`config.mk`:
```
export PLATFORM = sky130hd
export DESIGN_NAME = lin_master_frame_builder_top
export DESIGN_NICKNAME = d
export VERILOG_FILES = /design/src/rtl/lmfb_pkg.sv /design/src/rtl/lin_master_frame_builder_top.sv /design/src/rtl/lmfb_sum_unit.sv /design/src/rtl/lmfb_seq.sv
export SDC_FILE = /design/constraint.sdc
export NUM_CORES = 1
export LEC_CHECK = 0
export ABC_AREA = 1
export BUFFER_PORTS_ARGS = -buffer_cell sky130_fd_sc_hd__buf_2
export CORE_MARGIN = 5
export CORE_UTILIZATION = 33
export CTS_BUF_LIST = sky130_fd_sc_hd__clkbuf_8
export CTS_CLUSTER_DIAMETER = 120
export CTS_CLUSTER_SIZE = 14
export DETAILED_ROUTE_END_ITERATION = 16
export PLACE_DENSITY_LB_ADDON = 0.2
export SLEW_MARGIN = 20
export SYNTH_ARGS = -nofsm -noshare
export SYNTH_HDL_FRONTEND = slang
export SYNTH_SLANG_ARGS = --single-unit
```
`constraint.sdc`:
```
create_clock -name clock -period 3.2 [get_ports clock]
set_input_delay 0.32 -clock clock [delete_from_list [all_inputs] [get_ports clock]]
set_output_delay 0.32 -clock clock [all_outputs]
set_load 0.02 [all_outputs]
```
`src/rtl/lmfb_pkg.sv`:
```
// LIN master frame builder: shared types, kind codes and constants.
// No dependencies; every other file of the block imports this package.
`timescale 1ns / 1ps

package lmfb_pkg;

   // Largest data length accepted (1 to 8, the bytes the request can carry)
   localparam int unsigned LMFB_MAX_BYTES = 8;

   localparam int unsigned LEN_W  = 4;
   localparam int unsigned BYTE_W = 8;
   localparam int unsigned DATA_W = 64;
   localparam int unsigned KIND_W = 3;

   // Result kind codes
   localparam logic [KIND_W-1:0] KIND_BREAK    = 3'd0;
   localparam logic [KIND_W-1:0] KIND_SYNC     = 3'd1;
   localparam logic [KIND_W-1:0] KIND_ID       = 3'd2;
   localparam logic [KIND_W-1:0] KIND_DATA     = 3'd3;
   localparam logic [KIND_W-1:0] KIND_CHECKSUM = 3'd4;
   localparam logic [KIND_W-1:0] KIND_LENERR   = 3'd5;

   localparam logic [BYTE_W-1:0] SYNC_BYTE = 8'h55;
   localparam logic [BYTE_W-1:0] BYTE_ONES = 8'hFF;

   typedef struct packed {
      logic [BYTE_W-1:0] ident;
      logic [LEN_W-1:0]  byte_count;
      logic [DATA_W-1:0] data_bytes;
   } lmfb_req_type;

   typedef struct packed {
      logic [KIND_W-1:0] kind;
      logic [BYTE_W-1:0] value;
      logic              last;
   } lmfb_rsp_type;

   // Control from the sequencer to the checksum accumulator
   typedef struct packed {
      logic              clear;
      logic              add;
      logic [BYTE_W-1:0] operand;
   } lmfb_sum_ctl_type;

endpackage

```
`src/rtl/lin_master_frame_builder_top.sv`:
```
// Top level of the LIN master frame builder: sequencer plus checksum accumulator.
// Depends on lmfb_pkg, lmfb_seq and lmfb_sum_unit.
`timescale 1ns / 1ps

// A request (identifier, data length, up to eight data bytes) is taken when
// start is high and busy is low. A valid length of N bytes yields N+4 results,
// one per cycle: break, sync 0x55, identifier, the data bytes, and the classic
// checksum marked last; a length of 0 or above the maximum yields one length
// error result marked last. Results appear for one cycle each with rsp_valid
// high and must be taken then: the receiver cannot stall. The first result is
// on the ports after the accepting edge has loaded the sequencer state and the
// result register has then captured it. The sequencer steps one result per
// cycle, with a single shared checksum adder folding in one data byte per data
// result. busy drops during the cycle the last result is shown, so the next
// request can be taken at its end.
module lin_master_frame_builder_top #(
   parameter int unsigned MAX_BYTES = lmfb_pkg::LMFB_MAX_BYTES
) (
   input  logic                   clock,
   input  logic                   reset,
   input  logic                   start,
   output logic                   busy,
   input  lmfb_pkg::lmfb_req_type req_data,
   output logic                   rsp_valid,
   output lmfb_pkg::lmfb_rsp_type rsp_data
);
   import lmfb_pkg::*;

   lmfb_sum_ctl_type  sum_ctl;
   logic [BYTE_W-1:0] sum;

   lmfb_seq #(
      .MAX_BYTES (MAX_BYTES)
   ) u_seq (
      .clock     (clock),
      .reset     (reset),
      .start     (start),
      .busy      (busy),
      .req       (req_data),
      .rsp_valid (rsp_valid),
      .rsp_data  (rsp_data),
      .sum_ctl   (sum_ctl),
      .sum       (sum)
   );

   lmfb_sum_unit u_sum (
      .clock (clock),
      .reset (reset),
      .ctl   (sum_ctl),
      .sum   (sum)
   );

endmodule

```
`src/rtl/lmfb_sum_unit.sv`:
```
// Checksum accumulator: one 8-bit adder with end-around carry, reused per data byte.
// Depends on lmfb_pkg.
`timescale 1ns / 1ps

module lmfb_sum_unit (
   input  logic                     clock,
   input  logic                     reset,
   input  lmfb_pkg::lmfb_sum_ctl_type ctl,
   output logic [7:0]               sum
);
   import lmfb_pkg::*;

   logic [BYTE_W-1:0] sum_ff;
   logic [BYTE_W-1:0] sum_in;
   logic [BYTE_W:0]   wide_sum;

   // Add the operand and fold the carry back in at bit 0
   always_comb begin
      wide_sum = {1'b0, sum_ff} + {1'b0, ctl.operand};
      sum_in   = sum_ff;
      if (ctl.clear) begin
         sum_in = '0;
      end else if (ctl.add) begin
         sum_in = wide_sum[BYTE_W-1:0] + BYTE_W'(wide_sum[BYTE_W]);
      end
   end

   always_ff @(posedge clock) begin
      if (reset) begin
         sum_ff <= '0;
      end else begin
         sum_ff <= sum_in;
      end
   end

   assign sum = sum_ff;

endmodule

```
`src/rtl/lmfb_seq.sv`:
```
// Frame sequencer: walks break, sync, identifier, data bytes and checksum, or a
// length error, one result per cycle. Depends on lmfb_pkg.
`timescale 1ns / 1ps

module lmfb_seq #(
   parameter int unsigned MAX_BYTES = lmfb_pkg::LMFB_MAX_BYTES
) (
   input  logic                       clock,
   input  logic                       reset,
   input  logic                       start,
   output logic                       busy,
   input  lmfb_pkg::lmfb_req_type     req,
   output logic                       rsp_valid,
   output lmfb_pkg::lmfb_rsp_type     rsp_data,
   output lmfb_pkg::lmfb_sum_ctl_type sum_ctl,
   input  logic [7:0]                 sum
);
   import lmfb_pkg::*;

   // Lengths are capped at the bytes a request can carry
   localparam int unsigned LEN_LIMIT =
      (MAX_BYTES > DATA_W / BYTE_W) ? DATA_W / BYTE_W : MAX_BYTES;

   localparam logic [2:0] ST_IDLE   = 3'd0;
   localparam logic [2:0] ST_BREAK  = 3'd1;
   localparam logic [2:0] ST_SYNC   = 3'd2;
   localparam logic [2:0] ST_ID     = 3'd3;
   localparam logic [2:0] ST_DATA   = 3'd4;
   localparam logic [2:0] ST_CSUM   = 3'd5;
   localparam logic [2:0] ST_LENERR = 3'd6;

   logic [2:0]        state_ff, state_in;
   logic [LEN_W-1:0]  cnt_ff, cnt_in;
   logic [BYTE_W-1:0] id_ff, id_in;
   logic [DATA_W-1:0] data_ff, data_in;
   logic              rsp_valid_ff, rsp_valid_in;
   lmfb_rsp_type      rsp_ff, rsp_in;
   logic              accept;
   logic              len_bad;

   assign accept  = start && (state_ff == ST_IDLE);
   assign len_bad = (req.byte_count == '0) || (req.byte_count > LEN_W'(LEN_LIMIT));

   // Advance the sequence and build the next result
   always_comb begin
      state_in     = state_ff;
      cnt_in       = cnt_ff;
      id_in        = id_ff;
      data_in      = data_ff;
      rsp_valid_in = 1'b0;
      rsp_in       = rsp_ff;
      sum_ctl      = '{clear: 1'b0, add: 1'b0, operand: data_ff[BYTE_W-1:0]};
      case (state_ff)
         ST_IDLE: begin
            if (accept) begin
               id_in         = req.ident;
               data_in       = req.data_bytes;
               cnt_in        = req.byte_count;
               sum_ctl.clear = 1'b1;
               state_in      = len_bad ? ST_LENERR : ST_BREAK;
            end
         end
         ST_LENERR: begin
            rsp_valid_in = 1'b1;
            rsp_in       = '{kind: KIND_LENERR, value: '0, last: 1'b1};
            state_in     = ST_IDLE;
         end
         ST_BREAK: begin
            rsp_valid_in = 1'b1;
            rsp_in       = '{kind: KIND_BREAK, value: '0, last: 1'b0};
            state_in     = ST_SYNC;
         end
         ST_SYNC: begin
            rsp_valid_in = 1'b1;
            rsp_in       = '{kind: KIND_SYNC, value: SYNC_BYTE, last: 1'b0};
            state_in     = ST_ID;
         end
         ST_ID: begin
            rsp_valid_in = 1'b1;
            rsp_in       = '{kind: KIND_ID, value: id_ff, last: 1'b0};
            state_in     = ST_DATA;
         end
         ST_DATA: begin
            // Emit the low byte, fold it into the checksum, shift the rest down
            rsp_valid_in = 1'b1;
            rsp_in       = '{kind: KIND_DATA, value: data_ff[BYTE_W-1:0], last: 1'b0};
            sum_ctl.add  = 1'b1;
            data_in      = data_ff >> BYTE_W;
            cnt_in       = cnt_ff - LEN_W'(1);
            if (cnt_ff == LEN_W'(1)) begin
               state_in = ST_CSUM;
            end
         end
         ST_CSUM: begin
            rsp_valid_in = 1'b1;
            rsp_in       = '{kind: KIND_CHECKSUM, value: sum ^ BYTE_ONES, last: 1'b1};
            state_in     = ST_IDLE;
         end
         default: begin
            state_in = ST_IDLE;
         end
      endcase
   end

   always_ff @(posedge clock) begin
      if (reset) begin
         state_ff     <= ST_IDLE;
         rsp_valid_ff <= 1'b0;
      end else begin
         state_ff     <= state_in;
         rsp_valid_ff <= rsp_valid_in;
      end
   end

   // Payload holds without reset
   always_ff @(posedge clock) begin
      cnt_ff  <= cnt_in;
      id_ff   <= id_in;
      data_ff <= data_in;
      rsp_ff  <= rsp_in;
   end

   assign busy      = (state_ff != ST_IDLE);
   assign rsp_valid = rsp_valid_ff;
   assign rsp_data  = rsp_ff;

`ifndef SYNTHESIS
   a_last_ends_frame: assert property (@(posedge clock) disable iff (reset)
      rsp_valid_ff && rsp_ff.last |-> state_ff == ST_IDLE)
      else $error("last result shown while frame still in progress");

   a_accept_gives_result: assert property (@(posedge clock) disable iff (reset)
      accept |=> ##1 rsp_valid_ff)
      else $error("accepted request gave no first result");

   a_csum_is_last: assert property (@(posedge clock) disable iff (reset)
      rsp_valid_ff && (rsp_ff.kind == KIND_CHECKSUM || rsp_ff.kind == KIND_LENERR)
      |-> rsp_ff.last)
      else $error("checksum or length error not marked last");

   a_idle_quiet: assert property (@(posedge clock) disable iff (reset)
      (state_ff == ST_IDLE) && !start |=> !rsp_valid_ff)
      else $error("result emitted with no request in progress");
`endif

endmodule

```
Yosys cells after proc, flatten, opt, wreduce, memory -nomap -nowiden

Index checks and enable logic that the tools add are counted.

ROM bits: 0
Bits in latches: 0
Register bits: 100
Word-level logic and storage cells: 48
Output and inout port bits: 14
Memories: 0
Memory bits (writable): 0

Div/mod/pow operators: 0
Multipliers: 0
$lt $le $gt $ge: 1
$add $sub $neg: 3
Equality and inequality tests: 9
Mux-type cells: 13
Bitwise operators: 1
Reductions and logical operators: 12
Shift-type cells: 0

Operator list:

| kind                                                  | number |
|---|---|
| case mux 64 bit (2 select lines)                      | 1 |
| case mux 12 bit (6 select lines)                      | 1 |
| two-way mux 64 bit                                    | 1 |
| case mux 3 bit (5 select lines)                       | 1 |
| adder 8 x 8 -> 9 bit                                  | 1 |
| == test 3 bit, second input constant                  | 3 |
| two-way mux 3 bit                                     | 3 |
| adder 8 x 1 -> 8 bit                                  | 1 |
| inverter 8 bit                                        | 1 |
| case mux 4 bit (2 select lines)                       | 1 |
| == test 3 x 2 -> 1 bit, second input constant         | 2 |
| AND reduction 2 bit                                   | 3 |
| nonzero test 6 bit                                    | 1 |
| OR reduction 6 bit                                    | 1 |
| == test 4 x 1 -> 1 bit, second input constant         | 1 |
| > comparator 4 bit, second input constant             | 1 |
| zero test 4 bit                                       | 1 |
| two-way mux 1 bit                                     | 4 |
| two-way mux 4 bit                                     | 1 |
| inequality test 2 x 1 -> 1 bit, second input constant | 2 |
| subtractor 4 x 1 -> 4 bit, second input constant      | 1 |
| == test 3 x 1 -> 1 bit, second input constant         | 1 |
| zero test 3 bit                                       | 1 |
| nonzero test 3 bit                                    | 1 |
| 4 further kinds                                       | 4 |

Longest topological paths before layout

Gate-level depths: netlist of the first run.

Depth in word-level cells: 5
Mapped depth: 19

Hierarchy

A second synthesis of the first run with hierarchy kept.

Cells, all modules: 529
Area, all modules: 4894.7 um^2

By module, submodules not included:

| module        | times used | area each (um^2) | cells an instance |
|---|---|---|---|
| lmfb_seq      | 1          | 3981.3           | 388 |
| lmfb_sum_unit | 1          | 913.4            | 141 |

Worst setup path after synthesis of the first run

Ideal clock, no wire load.

Kind: reg2reg
From: register u_seq.state_ff[0]
To: register u_seq.cnt_ff[0], enable pin
Arrival time: 2.568 ns
Required time: 2.778 ns
Cell stages (with the launch flop): 6
Slack: 0.210 ns
Clock period less this slack: 2.990 ns
Buffers on the path: 0
Library setup time: 0.422 ns
Cells stage by stage: dfxtp_1 nor2_2 nand2_1 nor2_1 nor2_1 inv_1

Longest elaborated chain between the ends: 4

RTL lines:

| what                                     | RTL line                       | RTL |
|---|---|---|
| from (decl)                              | lmfb_seq.sv:32                 | `logic [2:0] state_ff, state_in;` |
| from (signal assigned)                   | lmfb_seq.sv:110                | `state_ff <= state_in;` |
| zero test 3 bit                          | lmfb_seq.sv:41, lmfb_seq.sv:53 |  |
| logical AND 1 bit                        | lmfb_seq.sv:41                 | `assign accept = start && (state_ff == ST_IDLE);` |
| inequality test 2 x 1 -> 1 bit (no line) | n/a                            |  |
| AND reduction 2 bit (no line) *          | n/a                            |  |
| to (signal assigned)                     | lmfb_seq.sv:117                | `cnt_ff <= cnt_in;` |
| to (decl)                                | lmfb_seq.sv:33                 | `logic [LEN_W-1:0] cnt_ff, cnt_in;` |

Mark *: on every way between the ends. The rest lies on a longest branch, timed or not.
A chain may end at the register's enable or synchronous reset.

Worst setup path in the final report of the first run

From: register u_seq.data_ff[0]
To: register u_sum.sum_ff[4], in the netlist u_sum.sum[4]

Longest elaborated chain between the ends: 2

RTL lines:

| what                   | RTL line            | RTL |
|---|---|---|
| from (decl)            | lmfb_seq.sv:35      | `logic [DATA_W-1:0] data_ff, data_in;` |
| from (signal assigned) | lmfb_seq.sv:119     | `data_ff <= data_in;` |
| adder 8 x 8 -> 9 bit   | lmfb_sum_unit.sv:19 | `wide_sum = {1'b0, sum_ff} + {1'b0, ctl.operand};` |
| adder 8 x 1 -> 8 bit   | lmfb_sum_unit.sv:24 | `sum_in = wide_sum[BYTE_W-1:0] + BYTE_W'(wide_sum[BYTE_W]);` |
| to (signal assigned)   | lmfb_sum_unit.sv:32 | `sum_ff <= sum_in;` |
| to (decl)              | lmfb_sum_unit.sv:13 | `logic [BYTE_W-1:0] sum_ff;` |

No other way between the ends.

==> results of run 1 <==
## through the flow
stage / cell area, sq um / cells / hold slack, ps / total power [mW] / util, %
floorplan: 4800 / 514 / 389 / 4.41 / -
global placement: 5450 / 777 / 475 / 5.08 / 37.8
detailed placement: 5450 / 777 / 480 / 5.12 / 37.8
CTS: 5640 / 793 / 81.8 / 5.97 / 39.1
global route: 5640 / 793 / 82.4 / 6.40 / 39.1
finish: 5640 / 793 / 106 / 5.86 / 39.1
## cells in the final DEF (no fill, tap or decap), drive strengths merged
cell type | synthesis | routed
o21bai | 1 | 1
a22oi | 3 | 3
ha | 12 | 12
nand2 | 236 | 236
buf | 18 | 97
clkinv | 0 | 2
inv | 53 | 57
nor2 | 31 | 31
xnor2 | 2 | 2
dfxtp | 12 | 12
a211oi | 1 | 1
xor2 | 2 | 2
o211ai | 7 | 7
a21oi | 12 | 12
a31oi | 1 | 1
bufinv | 0 | 1
edfxtp | 87 | 87
fa | 1 | 1
nand3 | 16 | 16
nand4 | 1 | 1
nor3 | 1 | 1
clkbuf | 0 | 9
o21ai | 17 | 17
## worst paths after layout
check / endpoint
hold / removal: u_seq.id_ff[7]$_DFFE_PP_
setup / recovery: u_sum.sum[4]$_SDFFE_PP0P_
hold reg to reg: u_sum.sum[0]$_SDFFE_PP0P_
setup reg to reg: u_sum.sum[4]$_SDFFE_PP0P_
## final cells by class
cell class	instances	area, sq um
inverters	53	199
clock inverters	7	72.6
repair buffers	97	510
fillers	1501	8780
clock buffers	9	124
well taps	184	230
multi-input cells	344	1650
flip-flops and latches	99	2850
## per-layer routing
metal	global-route usage [%]	routed length [um]	vias up
met5	0	0	-
met4	5.93	233	0
li1	-	-	1830
met3	3.29	570	15
met1	16.7	4620	1607
met2	21.3	5110	86
## synthesized netlist by cell type
| library cell | count | share of area (%) |
|---|---|---|
| sky130_fd_sc_hd__edfxtp_1 | 87 | 54 |
| sky130_fd_sc_hd__nand2_1 | 225 | 18 |
| sky130_fd_sc_hd__nand3_2 | 3 | 0.63 |
| sky130_fd_sc_hd__xor2_1 | 2 | 0.37 |
| sky130_fd_sc_hd__nor2_4 | 4 | 0.94 |
| sky130_fd_sc_hd__nand2_2 | 11 | 1.4 |
| sky130_fd_sc_hd__o21ai_0 | 14 | 1.5 |
| sky130_fd_sc_hd__nor2_1 | 23 | 1.8 |
| sky130_fd_sc_hd__a21oi_2 | 1 | 0.18 |
| sky130_fd_sc_hd__dfxtp_1 | 12 | 5.0 |
| sky130_fd_sc_hd__nand3_1 | 13 | 1.4 |
| sky130_fd_sc_hd__inv_2 | 4 | 0.31 |
| sky130_fd_sc_hd__xnor2_1 | 2 | 0.37 |
| sky130_fd_sc_hd__o21ai_1 | 2 | 0.21 |
| sky130_fd_sc_hd__a211oi_2 | 1 | 0.26 |
| sky130_fd_sc_hd__a22oi_1 | 3 | 0.47 |
| sky130_fd_sc_hd__o211ai_1 | 7 | 1.1 |
| sky130_fd_sc_hd__a31oi_4 | 1 | 0.44 |
| sky130_fd_sc_hd__a21oi_1 | 11 | 1.1 |
| sky130_fd_sc_hd__nor2_2 | 4 | 0.52 |
| sky130_fd_sc_hd__buf_2 | 15 | 1.6 |
| sky130_fd_sc_hd__o21bai_1 | 1 | 0.16 |
| sky130_fd_sc_hd__fa_1 | 1 | 0.42 |
| sky130_fd_sc_hd__o21ai_2 | 1 | 0.18 |
| sky130_fd_sc_hd__ha_1 | 12 | 3.1 |
| sky130_fd_sc_hd__buf_4 | 3 | 0.47 |
| sky130_fd_sc_hd__inv_1 | 49 | 3.8 |
| sky130_fd_sc_hd__nand4_1 | 1 | 0.13 |
| sky130_fd_sc_hd__nor3_1 | 1 | 0.10 |
## sequential cells by signal (all words and copies together) (netlist names)
signal / flops
u_seq.data_ff: 64
u_sum.sum: 8
u_seq.cnt_ff: 4
u_seq.state_ff: 3
u_seq.rsp_valid: 1
u_seq.id_ff: 8
u_seq.rsp_data: 11
## worst max-delay path, stage by stage (launching register included)
cell and delay (ps):
sky130_fd_sc_hd__edfxtp_1 410, sky130_fd_sc_hd__ha_1 240, sky130_fd_sc_hd__fa_1 380, sky130_fd_sc_hd__nand2_1 140, sky130_fd_sc_hd__nand2_2 80, sky130_fd_sc_hd__nand3_1 80, sky130_fd_sc_hd__nand2_1 70, sky130_fd_sc_hd__a21oi_1 140
sky130_fd_sc_hd__o21bai_1 90, sky130_fd_sc_hd__ha_1 220, sky130_fd_sc_hd__ha_1 200, sky130_fd_sc_hd__inv_1 70, sky130_fd_sc_hd__nor2_2 40, sky130_fd_sc_hd__nand3_2 90, sky130_fd_sc_hd__nand2_1 60, sky130_fd_sc_hd__inv_1 40
sky130_fd_sc_hd__o21ai_0 60, sky130_fd_sc_hd__o211ai_1 100, sky130_fd_sc_hd__inv_1 60
## power by group
group / total [mW] / internal (mW) / switching, mW
Clock: 0.835 / 0.368 / 0.467
Combinational: 2.41 / 0.693 / 1.72
Sequential: 2.61 / 2.38 / 0.228
Total: 5.86 / 3.44 / 2.41
## cell families (layout without fill, tap and decap cells)
group                      Yosys count  count (layout)  synth area share [%]
xor gates and xnor gates             4               4                 0.730
adders and majority gates           13              13                  3.55
AOI/OAI and AO/OA                   42              42                  5.60
DFF                                 99              99                  59.4
buffers and inverters               71             166                  6.18
and+or+nand+nor                    285             285                  24.5
==> results.ini, run 1 <==
[floorplan]
chipHeight_um=131
std_cell_rows=44
initial_core_util_pct=33.3
design.portCount=93
floorplan.die_area_sq_um=17100
fp.dieW_um=131
fp.coreArea_sq_um=14400

[run]
cap_violations=0

[worst_setup_path]
regToRegStartpoint=u_seq.data_ff[0]$_DFFE_PP_
reg2regPathDepth=18
worst_ep_arrival_time_ps=2980
worstSetupStartpointType=flip-flop
critPathCaptureType=flip-flop
worstPathMaxFanout=3
required_ps=3490
timing_worst_setup_path_type=reg -> reg
ff2ff_setup_slack_ps=510
critPathLaunch=u_seq.data_ff[0]$_DFFE_PP_

[power_and_ir_drop]
power.density_cell_area_nw_per_um2=1040
ir_worst_vdd_mv=0.527
leakage_nw=2.60

[detailed_routing]
totalWireLength_mm=10.5
detail_route.drc_violations=0
avgRoutedWirePerCell_um=13.3
ant_nets=0
detailed_router_s_first_iteration_violation_count=141
detailed_routing_iteration_count_for_the_pre_antenna_repair_pass=5
routed_via_density=4.46
routed-via-count=3538

[global_routing]
global_route.usage.total_pct=13.2
grt_overflow=0
maximum_number_of_pins_on_one_net_before_global_route_repair=83
grt_antenna_before_repair=0
grt_pass1_vias=3648
grt_pass1_wl_mm=17.4

[place]
gp_congestion=0.834
dp_hpwl_mm=7.46
detailedPlace.worstSlack_ps=500
io_buffers=92

[timing]
final.min_clock_period_ps=2690
worst-slew-pin-transition_ps=750
grt_setup_unrepaired=false
relSlewSlack_pct=50.0
slew_viol_final=0
fin_setup_tns_ps=0
max_clock_freq_mhz=372
min_period_over_period_pct=84.0
report.final.hold_viol_count=0
final.setup_skew_ps=15.7
final_worst_path_setup_slack_ps=513
setup_viols_final=0

[final_layout]
antenna_cells_inserted=0
nNetsFinal=696
syn2layout_area_growth_pct=17.5
drive_above_1_share_pct=24.0

[clocking]
number_of_buffers_created_by_cts=9
root_cell_of_the_clock_tree=sky130_fd_sc_hd__clkbuf_8
cts.sink_count=99
cts.hold.buffers_added=0
clkLatencyLatePin_ps=390
postCtsSetupBuffers=0
clock_pin_slew_on_the_worst_setup_and_hold_paths_ps=110
cts_tree=built
cts_max_path_buffers=2
clock_tree.htree_level_count=3
cts_repair_resize_count=0

[synthesis]
postSynthRegisterBits=99
synth_cell_types=29
synth.yosys.seq_area_share_pct=59.4
syn_inst=514
synth_area_sq_um=4800
synth_warnings=0
syn_area_per_cell_sq_um=9.34
synth_nets=606

[outcome]
status=complete, no violations

[hold_path]
hold_path.startpoint=req_data[75]
min_delay_path_depth=1
hold_path_class=in -> reg

No activity file was read; power rests on OpenSTA's default activity.
==> run 2: changes to the inputs <==
clock period = 2.55 ns   (was 3.2 ns; I/O delays follow)
==> run 2 against run 1 <==
Effect of this change: critical path type unchanged; critical path depth is the same; worst setup slack lost 450 ps; non-clock buffer count grew 11; clock power grew 21%; largest power group unchanged; combinational power grew 33%.
==> results.ini, run 2 (synthesized netlist as in run 1, its figures left out) <==
[worst_setup_path]
worstSetupStartpointType=flip-flop  ; unchanged
worstPathMaxFanout=2  ; was 3
timing_worst_setup_path_type=reg -> reg  ; unchanged
crit_path_top_delay_cell=sky130_fd_sc_hd__edfxtp_1  ; unchanged
worst_ep_arrival_time_ps=2770  ; was 2980 ps
reg2regPathDepth=18  ; unchanged
ff2ff_setup_slack_ps=60  ; was 510 ps
biggest_cell_delay_along_the_critical_path_ps=430  ; was 410 ps
path_cells=ha_4, fa_2, nand2_2, nand2_2, nand3_2, nand2_2, a21oi_2, o21bai_1, ha_2, ha_4, inv_4, nor2_4, nand3_2, nand2_1, inv_1, o21ai_1, o211ai_1, inv_1  ; was ha_1, fa_1, nand2_1, nand2_2, nand3_1, nand2_1, a21oi_1, o21bai_1, ha_1, ha_1, inv_1, nor2_2, nand3_2, nand2_1, inv_1, o21ai_0, o211ai_1, inv_1
timing.critical_path.mode_cell=sky130_fd_sc_hd__nand2_2
regToRegStartpoint=u_seq.data_ff[0]$_DFFE_PP_  ; unchanged
critPathCaptureType=flip-flop  ; unchanged
required_ps=2830  ; was 3490 ps
worst_reg2reg_endpoint=u_sum.sum[4]$_SDFFE_PP0P_  ; unchanged

[global_routing]
grt_overflow=0  ; unchanged
grt_antenna_before_repair=0  ; unchanged
grt_pass1_vias=3678  ; was 3648
grt_pass1_wl_mm=17.5  ; was 17.4 mm
global_route.usage.total_pct=13.3  ; was 13.2%
maximum_number_of_pins_on_one_net_before_global_route_repair=83  ; unchanged

[clocking]
cts.sink_count=99  ; unchanged
number_of_buffers_created_by_cts=9  ; unchanged
cts.hold.buffers_added=0  ; unchanged
clkLatencyLatePin_ps=390  ; about the same
clock_tree.htree_level_count=3  ; unchanged
cts_max_path_buffers=2  ; unchanged
cts_tree=built  ; unchanged
root_cell_of_the_clock_tree=sky130_fd_sc_hd__clkbuf_8  ; unchanged
clock_pin_slew_on_the_worst_setup_and_hold_paths_ps=90  ; was 110 ps

[floorplan]
floorplan.die_area_sq_um=17100  ; unchanged
fp.dieW_um=131  ; unchanged
std_cell_rows=44  ; unchanged
chipHeight_um=131  ; unchanged
fp.coreArea_sq_um=14400  ; unchanged
initial_core_util_pct=33.3  ; unchanged
design.portCount=93  ; unchanged

[power_and_ir_drop]
clock_power_share_pct=13.4  ; was 14.2%
ir_worst_vdd_mv=0.522  ; was 0.527 mV
power.density_cell_area_nw_per_um2=1290  ; was 1040 nW/um^2
sequentialPowerShare_pct=43.9  ; was 44.6%
power_report.internal_total_mw=4.42  ; was 3.44 mW
total_power_mw=7.52  ; was 5.86 mW
p_switching_mw=3.10  ; was 2.41 mW
leakage_nw=2.64  ; was 2.60 nW
switching_share_pct=41.2  ; about the same
comb_power_share_pct=42.7  ; was 41.2%

[timing]
final.min_clock_period_ps=2490  ; was 2690 ps
fin_setup_tns_ps=0  ; unchanged
report.final.hold_viol_count=0  ; unchanged
worst-slew-pin-transition_ps=611  ; was 750 ps
min_period_over_period_pct=97.5  ; was 84.0%
max_clock_freq_mhz=402  ; was 372 MHz
setup_viols_final=0  ; unchanged
slew_viol_final=0  ; unchanged
relSlewSlack_pct=59.3  ; was 50.0%
final.setup_skew_ps=9.39  ; was 15.7 ps
grt_setup_unrepaired=true  ; was false

[final_layout]
layoutNonFillerInstCount=804  ; was 793
layout.cells.most_common=sky130_fd_sc_hd__nand2_1  ; unchanged
antenna_cells_inserted=0  ; unchanged
final_cell_area_sq_um=5830  ; was 5640 sq um
finish.utilization_pct=40.4  ; was 39.1%
syn2layout_area_growth_pct=21.4  ; was 17.5%
largest_register_ff_count=64  ; unchanged
regMostFlops=u_seq.data_ff  ; unchanged
layout.cells.most_common_list=sky130_fd_sc_hd__nand2_1, sky130_fd_sc_hd__buf_2, sky130_fd_sc_hd__edfxtp_1  ; unchanged
drive_above_1_share_pct=27.7  ; was 24.0%
nNetsFinal=707  ; was 696

[place]
gp_congestion=0.822  ; was 0.834
dpl-instance-area_sq_um=5460  ; was 5450 sq um
io_buffers=92  ; unchanged
dpl.cell_count=779  ; was 777
dp_hpwl_mm=7.56  ; was 7.46 mm

[detailed_routing]
detail_route.drc_violations=0  ; unchanged
detailed_routing_iteration_count_for_the_pre_antenna_repair_pass=4  ; was 5
routed_via_density=4.42  ; was 4.46
ant_nets=0  ; unchanged
detailed_router_s_first_iteration_violation_count=116  ; was 141
totalWireLength_mm=10.7  ; was 10.5 mm
avgRoutedWirePerCell_um=13.3  ; about the same
routed-via-count=3555  ; was 3538

[hold_path]
min_delay_path_depth=1  ; unchanged
hold_end=u_seq.id_ff[7]$_DFFE_PP_  ; unchanged
hold_path_class=in -> reg  ; unchanged
hold_path.startpoint=req_data[75]  ; unchanged

[run]
cap_violations=0  ; unchanged

[outcome]
status=complete, no violations  ; unchanged

-- run 2: cell types whose count changed in the layout (fill, tap and decap cells not counted), moves of 2 or more --
cell / previous run / this run
sky130_fd_sc_hd__ha_1: 12 / 7
sky130_fd_sc_hd__nand3_1: 13 / 10
sky130_fd_sc_hd__inv_6: 3 / 1
sky130_fd_sc_hd__nand3_2: 3 / 5
sky130_fd_sc_hd__nand2_1: 224 / 220
sky130_fd_sc_hd__buf_4: 4 / 15
sky130_fd_sc_hd__ha_4: 0 / 4
sky130_fd_sc_hd__nand2_2: 12 / 15
-- run 2: final cells by class --
cell class / instances / area [sq um]
Multi-Input combinational cell: 344 / 1750
Sequential cell: 99 / 2850
Fill cell: 1490 / 8600
Tap cell: 184 / 230
Timing Repair Buffer: 108 / 593
Clock buffer: 9 / 124
Inverter: 53 / 205
Clock inverter: 7 / 66.3
-- run 2: power by group through the flow --
stage | clock network, mW | logic (mW) | registers, mW
after floorplan | 0 | 2.14 | 3.38
after global placement | 0 | 3.08 | 3.31
after detailed placement | 0 | 3.09 | 3.33
after CTS | 1.06 | 3.14 | 3.30
after global routing | 1.12 | 3.68 | 3.39
final | 1.01 | 3.21 | 3.30
-- run 2: how the worst max path moves through the flow --
stage                                   start                   endpoint  slack [ps]  cells after the start
2_1_floorplan  u_seq.state_ff[2]$_SDFFE_PP0P_  u_seq.cnt_ff[0]$_DFFE_PP_          40                      5
3_3_place_gp       u_seq.data_ff[0]$_DFFE_PP_  u_sum.sum[4]$_SDFFE_PP0P_          10                     18
3_5_place_dp       u_seq.data_ff[0]$_DFFE_PP_  u_sum.sum[4]$_SDFFE_PP0P_         -70                     18
4_1_cts            u_seq.data_ff[0]$_DFFE_PP_  u_sum.sum[4]$_SDFFE_PP0P_           5                     18
5_1_grt            u_seq.data_ff[0]$_DFFE_PP_  u_sum.sum[4]$_SDFFE_PP0P_        -110                     18
6_report           u_seq.data_ff[0]$_DFFE_PP_  u_sum.sum[4]$_SDFFE_PP0P_          60                     18
-- run 2: per-stage QoR --
| step | hold WS, ps | setup slack [ps] |
|---|---|---|
| floorplan | 324 | 44.2 |
| global placement | 434 | 11.1 |
| detailed placement | 434 | -72.3 |
| CTS | 17.8 | 5.11 |
| global route | 10.5 | -106 |
| finish | 42.5 | 64.7 |
-- run 2: routing by layer --
| metal | up-vias | track usage [%] | share of wire [%] |
|---|---|---|---|
| met2 | 87 | 22.2 | 49 |
| li1 | 1861 | - | - |
| met4 | 0 | 4.23 | 1.9 |
| met1 | 1584 | 16.2 | 43 |
| met5 | - | 0 | 0 |
| met3 | 23 | 4.80 | 6.0 |
-- run 2: worst max-delay path: cells and delay by family (launching register included) --
kind            cells  cell delay, ps
fa+ha+maj           4             950
simple gates        7             440
flops               1             430
compound gates      4             400
buf+inv             3             150
-- run 2: timing repair --
action | in CTS | in global routing
pin swaps | 1 | 18
setup buffers | 6 | 5
gates resized for setup | 3 | 20
setup endpoints to repair | 2 | 5
==> run 3: changes to the inputs <==
SETUP_SLACK_MARGIN = 0.1   (was default)
==> run 3 against run 2 <==
Effect of this change: worst hold slack improved by 3.6 ps; combinational power decreased by 2%; maximum frequency increased by 2.1%; global-route usage decreased by 0.59 points; critical endpoint unchanged; worst setup slack improved by 52 ps; critical path depth unchanged; largest power group unchanged; die area unchanged; critical path type unchanged; final cell count decreased by 0.37%.
==> results.ini, run 3 (synthesized netlist as in run 1, its figures left out) <==
[final_layout]
layout.cells.most_common_list=sky130_fd_sc_hd__nand2_1, sky130_fd_sc_hd__buf_2, sky130_fd_sc_hd__edfxtp_1  ; unchanged
finish.utilization_pct=40.3  ; was 40.4%
drive_above_1_share_pct=26.9  ; was 27.7%
final.fill_count=1487  ; was 1490
ff_latch_area_sq_um=2850  ; unchanged
syn2layout_area_growth_pct=21.1  ; was 21.4%
multi_input_comb_area_sq_um=1730  ; was 1750 sq um
layout.cells.most_common=sky130_fd_sc_hd__nand2_1  ; unchanged
largest_register_ff_count=64  ; unchanged
regMostFlops=u_seq.data_ff  ; unchanged
nNetsFinal=703  ; was 707

[floorplan]
chipHeight_um=131  ; unchanged
initial_core_util_pct=33.3  ; unchanged
floorplan.die_area_sq_um=17100  ; unchanged
std_cell_rows=44  ; unchanged
fp.coreArea_sq_um=14400  ; unchanged
fp.dieW_um=131  ; unchanged
design.portCount=93  ; unchanged

[detailed_routing]
totalWireLength_mm=10.6  ; was 10.7 mm
ant_nets=0  ; unchanged
avgRoutedWirePerCell_um=13.2  ; was 13.3 um
routed-via-count=3557  ; was 3555
detail_route.drc_violations=0  ; unchanged
detailed_router_s_first_iteration_violation_count=166  ; was 116
detailed_routing_iteration_count_for_the_pre_antenna_repair_pass=4  ; unchanged
routed_via_density=4.44  ; was 4.42

[global_routing]
maximum_number_of_pins_on_one_net_before_global_route_repair=83  ; unchanged
grt_pass1_vias=3476  ; was 3678
grt_overflow=0  ; unchanged
global_route.usage.total_pct=12.7  ; was 13.3%
grt_antenna_before_repair=0  ; unchanged
grt_pass1_wl_mm=16.8  ; was 17.5 mm

[power_and_ir_drop]
p_switching_mw=3.07  ; was 3.10 mW
comb_power_share_pct=41.3  ; was 42.7%
ir_worst_vdd_mv=0.429  ; was 0.522 mV
power_report.internal_total_mw=4.53  ; was 4.42 mW
sequentialPowerShare_pct=43.3  ; was 43.9%
leakage_nw=2.64  ; about the same
switching_share_pct=40.4  ; was 41.2%
total_power_mw=7.60  ; was 7.52 mW
clock_power_share_pct=15.4  ; was 13.4%
power.density_cell_area_nw_per_um2=1310  ; was 1290 nW/um^2

[clocking]
clock_pin_slew_on_the_worst_setup_and_hold_paths_ps=100  ; was 90 ps
cts.hold.buffers_added=0  ; unchanged
number_of_buffers_created_by_cts=9  ; unchanged
root_cell_of_the_clock_tree=sky130_fd_sc_hd__clkbuf_8  ; unchanged
cts_tree=built  ; unchanged
clkLatencyLatePin_ps=380  ; was 390 ps
cts_max_path_buffers=2  ; unchanged
clock_tree.htree_level_count=3  ; unchanged
cts.sink_count=99  ; unchanged

[worst_setup_path]
timing_worst_setup_path_type=reg -> reg  ; unchanged
critPathLaunch=u_seq.data_ff[0]$_DFFE_PP_  ; unchanged
critPathCaptureType=flip-flop  ; unchanged
worstSetupStartpointType=flip-flop  ; unchanged
worst_ep_arrival_time_ps=2720  ; was 2770 ps
worstPathMaxFanout=2  ; unchanged
regToRegStartpoint=u_seq.data_ff[0]$_DFFE_PP_  ; unchanged
required_ps=2830  ; about the same

[timing]
max_clock_freq_mhz=411  ; was 402 MHz
setup_viols_final=0  ; unchanged
report.final.hold_viol_count=0  ; unchanged
worst-slew-pin-transition_ps=634  ; was 611 ps
hold-worst-slack_ps=46.1  ; was 42.5 ps
final.setup_skew_ps=12.9  ; was 9.39 ps
grt_setup_unrepaired=true  ; unchanged
relSlewSlack_pct=57.7  ; was 59.3%
slew_viol_final=0  ; unchanged
final.min_clock_period_ps=2430  ; was 2490 ps
min_period_over_period_pct=95.4  ; was 97.5%

[hold_path]
hold_path.startpoint=req_data[74]  ; was req_data[75]
hold_path_class=in -> reg  ; unchanged

[place]
dp_hpwl_mm=7.39  ; was 7.56 mm
gp_congestion=0.834  ; was 0.822
io_buffers=92  ; unchanged

[run]
cap_violations=0  ; unchanged

[outcome]
status=complete, no violations  ; unchanged

[run 3: cell types whose count changed in the layout (fill, tap and decap cells not counted), sizes merged]
cell / change
diode: +1
buf: -4
inv: +2
clkinv: -4
clkbuf: +1
bufinv: +1
[run 3: final cells by class]
| class | count | area share [%] |
|---|---|---|
| flip-flops and latches | 99 | 49.1 |
| multi-input cells | 344 | 29.7 |
| repair buffers | 104 | 9.68 |
| well taps | 184 | 3.96 |
| inverters | 53 | 3.53 |
| clock buffers | 10 | 2.37 |
| clock inverters | 6 | 1.59 |
| diodes | 1 | 0.0430 |
[run 3: repair_timing]
item,CTS,global route
gates resized for setup,11,5
setup buffers,3,3
hold endpoints to repair,0,0
endpoints found under the setup margin,4,5
pin swaps,9,8
[run 3: per-stage QoR]
step           setup TNS (ps)  cell area, sq um  setup WS (ps)  cells
2_1_floorplan               0              4810            118    514
3_3_place_gp                0              5460           3.83    778
4_1_cts                     0              5750           69.2    797
6_report                    0              5810            117    801
5_1_grt                     0              5810           8.25    800
3_5_place_dp             -123              5460          -87.0    778
[run 3: worst max-delay path, cell delays in order (launching register included)]
cell and delay (ps):
sky130_fd_sc_hd__edfxtp_1 460, sky130_fd_sc_hd__ha_4 200, sky130_fd_sc_hd__fa_2 340, sky130_fd_sc_hd__nand2_2 80, sky130_fd_sc_hd__nand2_2 60, sky130_fd_sc_hd__nand3_2 70
sky130_fd_sc_hd__nand2_2 60, sky130_fd_sc_hd__a21oi_2 120, sky130_fd_sc_hd__o21bai_1 80, sky130_fd_sc_hd__ha_2 210, sky130_fd_sc_hd__ha_4 170, sky130_fd_sc_hd__inv_4 50
sky130_fd_sc_hd__nor2_4 40, sky130_fd_sc_hd__nand3_2 80, sky130_fd_sc_hd__nand2_1 60, sky130_fd_sc_hd__inv_1 50, sky130_fd_sc_hd__o21ai_1 60, sky130_fd_sc_hd__o211ai_1 100
sky130_fd_sc_hd__inv_1 50
[run 3: path summary, 6_finish.rpt]
| kind | endpoint | slack, ps | cells past startpoint |
|---|---|---|---|
| worst max-delay path | u_sum.sum[4]$_SDFFE_PP0P_ | 120 | 18 |
| worst min-delay path | u_seq.id_ff[6]$_DFFE_PP_ | 50 | 1 |
| worst max register to register | u_sum.sum[4]$_SDFFE_PP0P_ | 120 | 18 |
| worst min register to register | u_sum.sum[0]$_SDFFE_PP0P_ | 500 | 2 |
[run 3: per-layer routing]
layer | vias up | track usage [%] | share of wire (%)
li1 | 1854 | - | -
met1 | 1624 | 16.5 | 45
met5 | - | 0 | 0
met4 | 0 | 3.63 | 1.2
met2 | 71 | 20.4 | 48
met3 | 8 | 4.31 | 6.0
[run 3: power groups by stage]
stage | clock (mW) | sequential, mW | combinational [mW]
after CTS | 1.21 | 3.28 | 3.16
after floorplan | 0 | 3.38 | 2.15
after global routing | 1.29 | 3.38 | 3.59
final | 1.17 | 3.29 | 3.14
after global placement | 0 | 3.31 | 3.08
after detailed placement | 0 | 3.32 | 3.10
